File: config.mk
export PLATFORM = sky130hd
export DESIGN_NAME = vlan_gateway_cam_table
export DESIGN_NICKNAME = d
export VERILOG_FILES = /design/src/design/vgc_pkg.sv /design/src/design/vgc_cell.sv /design/src/design/vlan_gateway_cam_table.sv
export SDC_FILE = /design/constraint.sdc
export NUM_CORES = 1
export LEC_CHECK = 0
export ABC_AREA = 1
export BUFFER_PORTS_ARGS = -buffer_cell sky130_fd_sc_hd__buf_2
export CORE_ASPECT_RATIO = 0.5
export CORE_UTILIZATION = 45
export DETAILED_ROUTE_END_ITERATION = 8
export SLEW_MARGIN = 40
export SYNTH_ARGS = -nofsm -noshare
export SYNTH_HDL_FRONTEND = slang
export SYNTH_SLANG_ARGS = --single-unit
File: constraint.sdc
create_clock -name clock -period 16.42 [get_ports clock]
set_clock_uncertainty 0.2 [all_clocks]
set_input_delay 1.642 -clock clock [delete_from_list [all_inputs] [get_ports clock]]
set_output_delay 1.642 -clock clock [all_outputs]
set_load 0.01 [all_outputs]
File: src/design/vgc_pkg.sv
// vgc_pkg: shared types and constants of the vlan gateway cam table
// command and status codes, entry layout and default depth; no dependencies
`timescale 1ns / 1ps

package vgc_pkg;

   localparam int DefaultTableDepth = 16;

   localparam int VlanW = 12;
   localparam int MacW  = 48;
   localparam int CountW = 5;

   localparam logic [VlanW-1:0] VlanMaxValid = 12'd4094;

   localparam logic [1:0] CMD_SET         = 2'd0;
   localparam logic [1:0] CMD_REMOVE      = 2'd1;
   localparam logic [1:0] CMD_LOOKUP_VLAN = 2'd2;
   localparam logic [1:0] CMD_LOOKUP_MAC  = 2'd3;

   localparam logic [1:0] STATUS_OK           = 2'd0;
   localparam logic [1:0] STATUS_INVALID_VLAN = 2'd1;
   localparam logic [1:0] STATUS_TABLE_FULL   = 2'd2;

   typedef struct packed {
      logic [VlanW-1:0] vlan;
      logic [MacW-1:0]  mac;
   } entry_type;

endpackage

File: src/design/vgc_cell.sv
// vgc_cell: one table slot in the rotating ring of entries
// depends on vgc_pkg for the entry layout
`timescale 1ns / 1ps

module vgc_cell (
   input  logic                clock,
   input  logic                shift_en,
   input  vgc_pkg::entry_type  entry_in,
   output vgc_pkg::entry_type  entry_out
);

   vgc_pkg::entry_type entry_ff;

   // slot contents are undefined until written, so no reset here
   always_ff @(posedge clock) begin
      if (shift_en) begin
         entry_ff <= entry_in;
      end
   end

   assign entry_out = entry_ff;

endmodule

File: src/design/vlan_gateway_cam_table.sv
// vlan_gateway_cam_table: vlan to gateway mac table built as a ring of vgc_cell slots
// depends on vgc_pkg and vgc_cell
//
//   channel   ports                                         handshake
//   request   req_command, req_vlan_id, req_mac_in          start high while busy low
//   response  rsp_status, rsp_found, rsp_mac_out,           rsp_valid high for one cycle
//             rsp_entry_count, rsp_active
//
// the ring rotates one slot per cycle while scanning or filling; a full turn visits every
// entry at the head cell and leaves the ring in place again.
// set, lookups and remove of an absent vlan make one turn (scan); remove of a present
// vlan makes a second turn (fill) to move the last entry into the freed slot; the
// response follows in the done state. an invalid vlan on set or remove skips the scan.
// reset clears the entry count and control only. the response cannot be stalled;
// busy stays high until the cycle after rsp_valid.
`timescale 1ns / 1ps

module vlan_gateway_cam_table #(
   parameter int TABLE_DEPTH = vgc_pkg::DefaultTableDepth
) (
   input  logic                        clock,
   input  logic                        reset,
   input  logic                        start,
   output logic                        busy,
   input  logic [1:0]                  req_command,
   input  logic [vgc_pkg::VlanW-1:0]   req_vlan_id,
   input  logic [vgc_pkg::MacW-1:0]    req_mac_in,
   output logic                        rsp_valid,
   output logic [1:0]                  rsp_status,
   output logic                        rsp_found,
   output logic [vgc_pkg::MacW-1:0]    rsp_mac_out,
   output logic [vgc_pkg::CountW-1:0]  rsp_entry_count,
   output logic                        rsp_active
);

   localparam int PosW = (TABLE_DEPTH > 1) ? $clog2(TABLE_DEPTH) : 1;
   localparam int CntW = $clog2(TABLE_DEPTH + 1);
   localparam logic [PosW-1:0] PosLast = PosW'(TABLE_DEPTH - 1);

   typedef enum logic [3:0] {
      ST_IDLE = 4'b0001,
      ST_SCAN = 4'b0010,
      ST_FILL = 4'b0100,
      ST_DONE = 4'b1000
   } state_type;

   state_type state_ff, state_in;

   logic [1:0]                 cmd_ff;
   logic [vgc_pkg::VlanW-1:0]  vid_ff;
   logic [vgc_pkg::MacW-1:0]   mac_ff;
   logic [PosW-1:0]            pos_ff, pos_in;
   logic [CntW-1:0]            count_ff, count_in;
   logic                       hit_ff, hit_in;
   logic                       appended_ff, appended_in;
   logic [PosW-1:0]            slot_ff, slot_in;
   vgc_pkg::entry_type         last_ff, last_in;
   logic [1:0]                 status_ff, status_in;
   logic                       found_ff, found_in;
   logic [vgc_pkg::MacW-1:0]   mac_res_ff, mac_res_in;

   vgc_pkg::entry_type         ring [TABLE_DEPTH];
   vgc_pkg::entry_type         head;
   vgc_pkg::entry_type         feedback;
   logic                       shift_en;

   logic                       accept;
   logic                       vid_ok;
   logic                       head_valid;
   logic                       vlan_match;
   logic                       mac_match;
   logic [CntW-1:0]            pos_ext;
   logic [CntW-1:0]            last_pos;

   // ring of slots: cell k loads from cell k+1, the tail loads the (edited) head
   for (genvar k = 0; k < TABLE_DEPTH; k++) begin : g_cell
      vgc_pkg::entry_type cell_in;
      if (k == TABLE_DEPTH - 1) begin : g_tail
         assign cell_in = feedback;
      end else begin : g_body
         assign cell_in = ring[k+1];
      end
      vgc_cell u_cell (
         .clock     (clock),
         .shift_en  (shift_en),
         .entry_in  (cell_in),
         .entry_out (ring[k])
      );
   end

   assign head     = ring[0];
   assign accept   = start && !busy;
   assign vid_ok   = (req_vlan_id != '0) && (req_vlan_id <= vgc_pkg::VlanMaxValid);
   assign shift_en = (state_ff == ST_SCAN) || (state_ff == ST_FILL);

   assign pos_ext    = CntW'(pos_ff);
   assign last_pos   = count_ff - CntW'(1);
   assign head_valid = pos_ext < count_ff;
   assign vlan_match = head_valid && (head.vlan == vid_ff);
   assign mac_match  = head_valid && (head.mac == mac_ff);

   always_comb begin
      state_in    = state_ff;
      pos_in      = pos_ff;
      count_in    = count_ff;
      hit_in      = hit_ff;
      appended_in = appended_ff;
      slot_in     = slot_ff;
      last_in     = last_ff;
      status_in   = status_ff;
      found_in    = found_ff;
      mac_res_in  = mac_res_ff;
      feedback    = head;

      case (state_ff)
         ST_IDLE: begin
            if (accept) begin
               pos_in      = '0;
               hit_in      = 1'b0;
               appended_in = 1'b0;
               status_in   = vgc_pkg::STATUS_OK;
               found_in    = 1'b0;
               mac_res_in  = '0;
               if (!vid_ok && (req_command == vgc_pkg::CMD_SET ||
                               req_command == vgc_pkg::CMD_REMOVE)) begin
                  status_in = vgc_pkg::STATUS_INVALID_VLAN;
                  state_in  = ST_DONE;
               end else begin
                  state_in = ST_SCAN;
               end
            end
         end

         ST_SCAN: begin
            pos_in = pos_ff + PosW'(1);
            case (cmd_ff)
               vgc_pkg::CMD_SET: begin
                  if (vlan_match) begin
                     feedback.mac = mac_ff;
                     hit_in       = 1'b1;
                  end else if (pos_ext == count_ff && !hit_ff) begin
                     // first free slot and no match seen: append here
                     feedback.vlan = vid_ff;
                     feedback.mac  = mac_ff;
                     appended_in   = 1'b1;
                  end
               end
               vgc_pkg::CMD_REMOVE: begin
                  if (vlan_match) begin
                     hit_in  = 1'b1;
                     slot_in = pos_ff;
                  end
                  if (pos_ext == last_pos) begin
                     last_in = head;
                  end
               end
               vgc_pkg::CMD_LOOKUP_VLAN: begin
                  if (vlan_match) begin
                     found_in   = 1'b1;
                     mac_res_in = head.mac;
                  end
               end
               default: begin
                  if (mac_match) begin
                     found_in = 1'b1;
                  end
               end
            endcase

            if (pos_ff == PosLast) begin
               pos_in   = '0;
               state_in = ST_DONE;
               if (cmd_ff == vgc_pkg::CMD_SET) begin
                  if (appended_in) begin
                     count_in = count_ff + CntW'(1);
                  end else if (!hit_in) begin
                     status_in = vgc_pkg::STATUS_TABLE_FULL;
                  end
               end else if (cmd_ff == vgc_pkg::CMD_REMOVE && hit_in) begin
                  state_in = ST_FILL;
               end
            end
         end

         ST_FILL: begin
            pos_in = pos_ff + PosW'(1);
            if (pos_ff == slot_ff) begin
               feedback = last_ff;
            end
            if (pos_ff == PosLast) begin
               pos_in   = '0;
               count_in = last_pos;
               state_in = ST_DONE;
            end
         end

         ST_DONE: begin
            state_in = ST_IDLE;
         end

         default: begin
            state_in = ST_IDLE;
         end
      endcase
   end

   always_ff @(posedge clock) begin
      if (reset) begin
         state_ff <= ST_IDLE;
         pos_ff   <= '0;
         count_ff <= '0;
      end else begin
         state_ff <= state_in;
         pos_ff   <= pos_in;
         count_ff <= count_in;
      end
   end

   always_ff @(posedge clock) begin
      if (accept) begin
         cmd_ff <= req_command;
         vid_ff <= req_vlan_id;
         mac_ff <= req_mac_in;
      end
      hit_ff      <= hit_in;
      appended_ff <= appended_in;
      slot_ff     <= slot_in;
      last_ff     <= last_in;
      status_ff   <= status_in;
      found_ff    <= found_in;
      mac_res_ff  <= mac_res_in;
   end

   // count register is narrower or wider than the port depending on depth
   assign busy            = (state_ff != ST_IDLE);
   assign rsp_valid       = (state_ff == ST_DONE);
   assign rsp_status      = status_ff;
   assign rsp_found       = found_ff;
   assign rsp_mac_out     = mac_res_ff;
   assign rsp_entry_count = vgc_pkg::CountW'(count_ff);
   assign rsp_active      = (count_ff != '0);

endmodule

==> results.md <==
* Num rows at 75
* Clock Path Buffers at 3
* Setup crit end kind: register
* Chip Height at 208.2 um
* Starting Density at 45.57%
* First-pass GRT wire length at a little over 90,000 um
* Vias in the first global route at 15,304
* YS warnings at 0
* CTS H-Tree Depth at 3
* Post-synth EDFFs at about 1,100
* Type of the tightest min-delay check: register to register
* Final ANT Viol Nets at 0
* Final Hold Viols at 0
* Clk pin slew, worst setup/hold paths at 0.07 ns
* Worst setup SP type: register
* Initial detailed-routing violation count at 1,471
* Post-synth ARST share at 0%
* Clock power share at between 30% and 40%
* Actual slew at the worst max-slew pin at approximately 0.79 ns
* RSZ-0062 raised after global routing: false
* Crit path time final at between 3 and 4 ns
* Maxcap violations at 0
* R2r endpoint: g_cell[0].u_cell.entry_out[31]
* Worst-path cell chain: nor2_1 -> nand3_1 -> nand2_8 -> buf_6 -> buf_12 -> buf_16
* CTS buffer count at 97
* DIE WIDTH at 414.4 um
* Setup CP Type: register to register
* Fin nets at roughly 2,200
* Full die area at around 86,000 um^2
* Postcts setup bufs at 0
* Netlist cell types at 36
* Worst slew margin at a little under half
* FF+latch count, synth at between 1,000 and 1,500
* Drt pass-1 iters at 6
* Net Sw Frac at about 22%
* Combinational power share at 6.3%
* Post-cts sizing count at 0
* Pwr dens at between 100 and 150 nW/um^2
* Most used flip-flop cell after synthesis: edfxtp_1
* Fmax at approximately 0.25 GHz
* Final setup fails at 0
* Leak at 14.42 nW
* Setup crit end: g_cell[0].u_cell.entry_out[31]
* R2R depth at 6
* Mapped Nets at ~2,000
* GPL Wtd Cong at just under 0.8
* Initial antenna violation count at 2
* Root Buffer: clkbuf_16
* Setup slack at placement at around 12 ns
* Worst path max stage delay at 0.68 ns
* Area share of the largest cell type after synthesis at about nine tenths
* Via count at about 16,000
* Routed WL at roughly 60,000 um
* Data required, critical path at 16.51 ns
* Area growth syn-to-layout at 13.36%
* Crit path max fanout at roughly 120
* Worst Setup Slack, final at 12.48 ns
* Outcome: finished, final reports clean
* Clock sink count at between 1,000 and 1,500
* Max VDD drop at around 74 uV
* CP max-delay cell: nand2_8
* Top Ports at between 100 and 150
* P_int at between 4 and 5 mW
* Synth Cell Area at approximately 38,000 um^2
* Final Max Tran Viols at 0
* Largest net degree at the start of global routing at 119
* Final setup TNS at 0 ns
* Reg2reg start: state_ff[1]
* Synth area leaders: edfxtp_1 89%, nor2_1 1.4%, a22oi_1 1.2%, nand2_1 1.1%, inv_1 1.0%
* Sw power at about 1.4 mW
* List of most frequent post-synthesis cells: 1,139 x edfxtp_1, 141 x nor2_1, 114 x nand2_1, 104 x inv_1, 65 x o21ai_0
* Post-Route Utilization at approximately half
* Remaining DRCs at 0
* Drt via density at between 4 and 5
* Core Footprint at between 80,000 and 90,000 um^2
* Worst-Skew Late Latency at around 0.67 ns
* CTS tree: built
* DP HPWL at around 34,000 um
* Worst Setup SP: state_ff[1]
* Port Buffer Count at 123
* GRT overflow at 0
* R2r setup slk at roughly 12 ns
* Layout cells sized above 1 at between 15 and 20%
* Yosys top cell by area: edfxtp_1
* Mean post-synth cell area at between 20 and 25 um^2
* Hold slack final at roughly 0.21 ns
* Final period utilization at a little under a quarter
* Sequential power share at between 50 and 60%
* Gr usage total at roughly 14%
* Most frequent cell after synthesis: edfxtp_1
* Register area share after synthesis at around nine tenths
* Average wire per standard cell at about 18 um
* Mapped Cells at approximately 1,900
* Worst EP arrival at about 4.0 ns
* # hold bufs at CTS at 0
-- routing by layer --
metal  global-route usage [%]  up-vias  share of wire, %
met3                    2.674      128               4.1
met1                    21.51     8088                48
met5                        0        -                 0
met2                    19.38      269                44
met4                    6.038        0               3.7
li1                         -     7562                 -
-- state kept, by name, summed over array words and instances, names as in the netlist, 2 cells and up --
signal and cells:
slot_ff 4, last_ff 60, state_ff 4, rsp_mac_out 48
mac_ff 48, rsp_status 2, cmd_ff 2, vid_ff 12
g_cell.u_cell.entry_out 960, pos_ff 4, rsp_entry_count 5
-- placed cells by master (no fill, tap or decap), types with 31 or more instances in the layout --
master	n
edfxtp_1	1139
nor2_1	140
nand2_1	114
clkbuf_16	97
inv_1	103
o21ai_0	65
o21ai_1	58
a22oi_1	59
xnor2_1	31
buf_2	123
-- through the flow --
step	power, mW	instance area (um^2)	cells
final	6.250	43380	3297
after global routing	6.494	43380	3295
after CTS	6.333	43380	3295
after detailed placement	4.174	40400	3118
after global placement	4.146	40260	3113
after floorplan	4.165	38270	1895
-- power groups by stage --
| stage | Combinational [mW] | Sequential [mW] | Clock [mW] |
|---|---|---|---|
| 6_report | 0.393 | 3.71 | 2.15 |
| 5_1_grt | 0.435 | 3.74 | 2.32 |
| 4_1_cts | 0.401 | 3.71 | 2.22 |
| 3_5_place_dp | 0.401 | 3.77 | 0 |
| 3_3_place_gp | 0.377 | 3.77 | 0 |
| 2_1_floorplan | 0.236 | 3.93 | 0 |
-- worst max-delay path: cells and delay by family (launching register included) --
kind	cells	cell delay (ns)
buffers and inverters	3	1.53
AND/OR/NAND/NOR	3	1.32
flip-flops	1	0.34
-- cells by family after synthesis --
logic type,share of synthesized area (%)
fa+ha+maj,0.2616
flops,90.05
buf+inv,1.635
simple gates,3.904
xor+xnor,1.167
compound gates,2.979
-- worst min path at each step --
stage                                               from                        endpoint  slack (ns)  cells after the start
final                     g_cell[5].u_cell.entry_out[59]  g_cell[4].u_cell.entry_out[59]        0.21                      0
after global routing      g_cell[11].u_cell.entry_out[3]  g_cell[10].u_cell.entry_out[3]        0.22                      0
after CTS                 g_cell[5].u_cell.entry_out[59]  g_cell[4].u_cell.entry_out[59]        0.21                      0
after detailed placement  g_cell[1].u_cell.entry_out[34]  g_cell[0].u_cell.entry_out[34]        0.20                      0
after global placement    g_cell[13].u_cell.entry_out[1]  g_cell[12].u_cell.entry_out[1]        0.20                      0
after floorplan            g_cell[1].u_cell.entry_out[0]   g_cell[0].u_cell.entry_out[0]        0.20                      0
-- cell type report --
type                       count  area [um^2]
antenna                        2        5.005
clock buffer                 119         2520
clock inverter                58        454.2
fill                        6557        40600
inverter                     108        405.4
multi-input combinational    597         3224
sequential                  1152        34460
tap                         1116         1396
timing repair buffer         145        914.6
(Power assumes the default switching activity.)
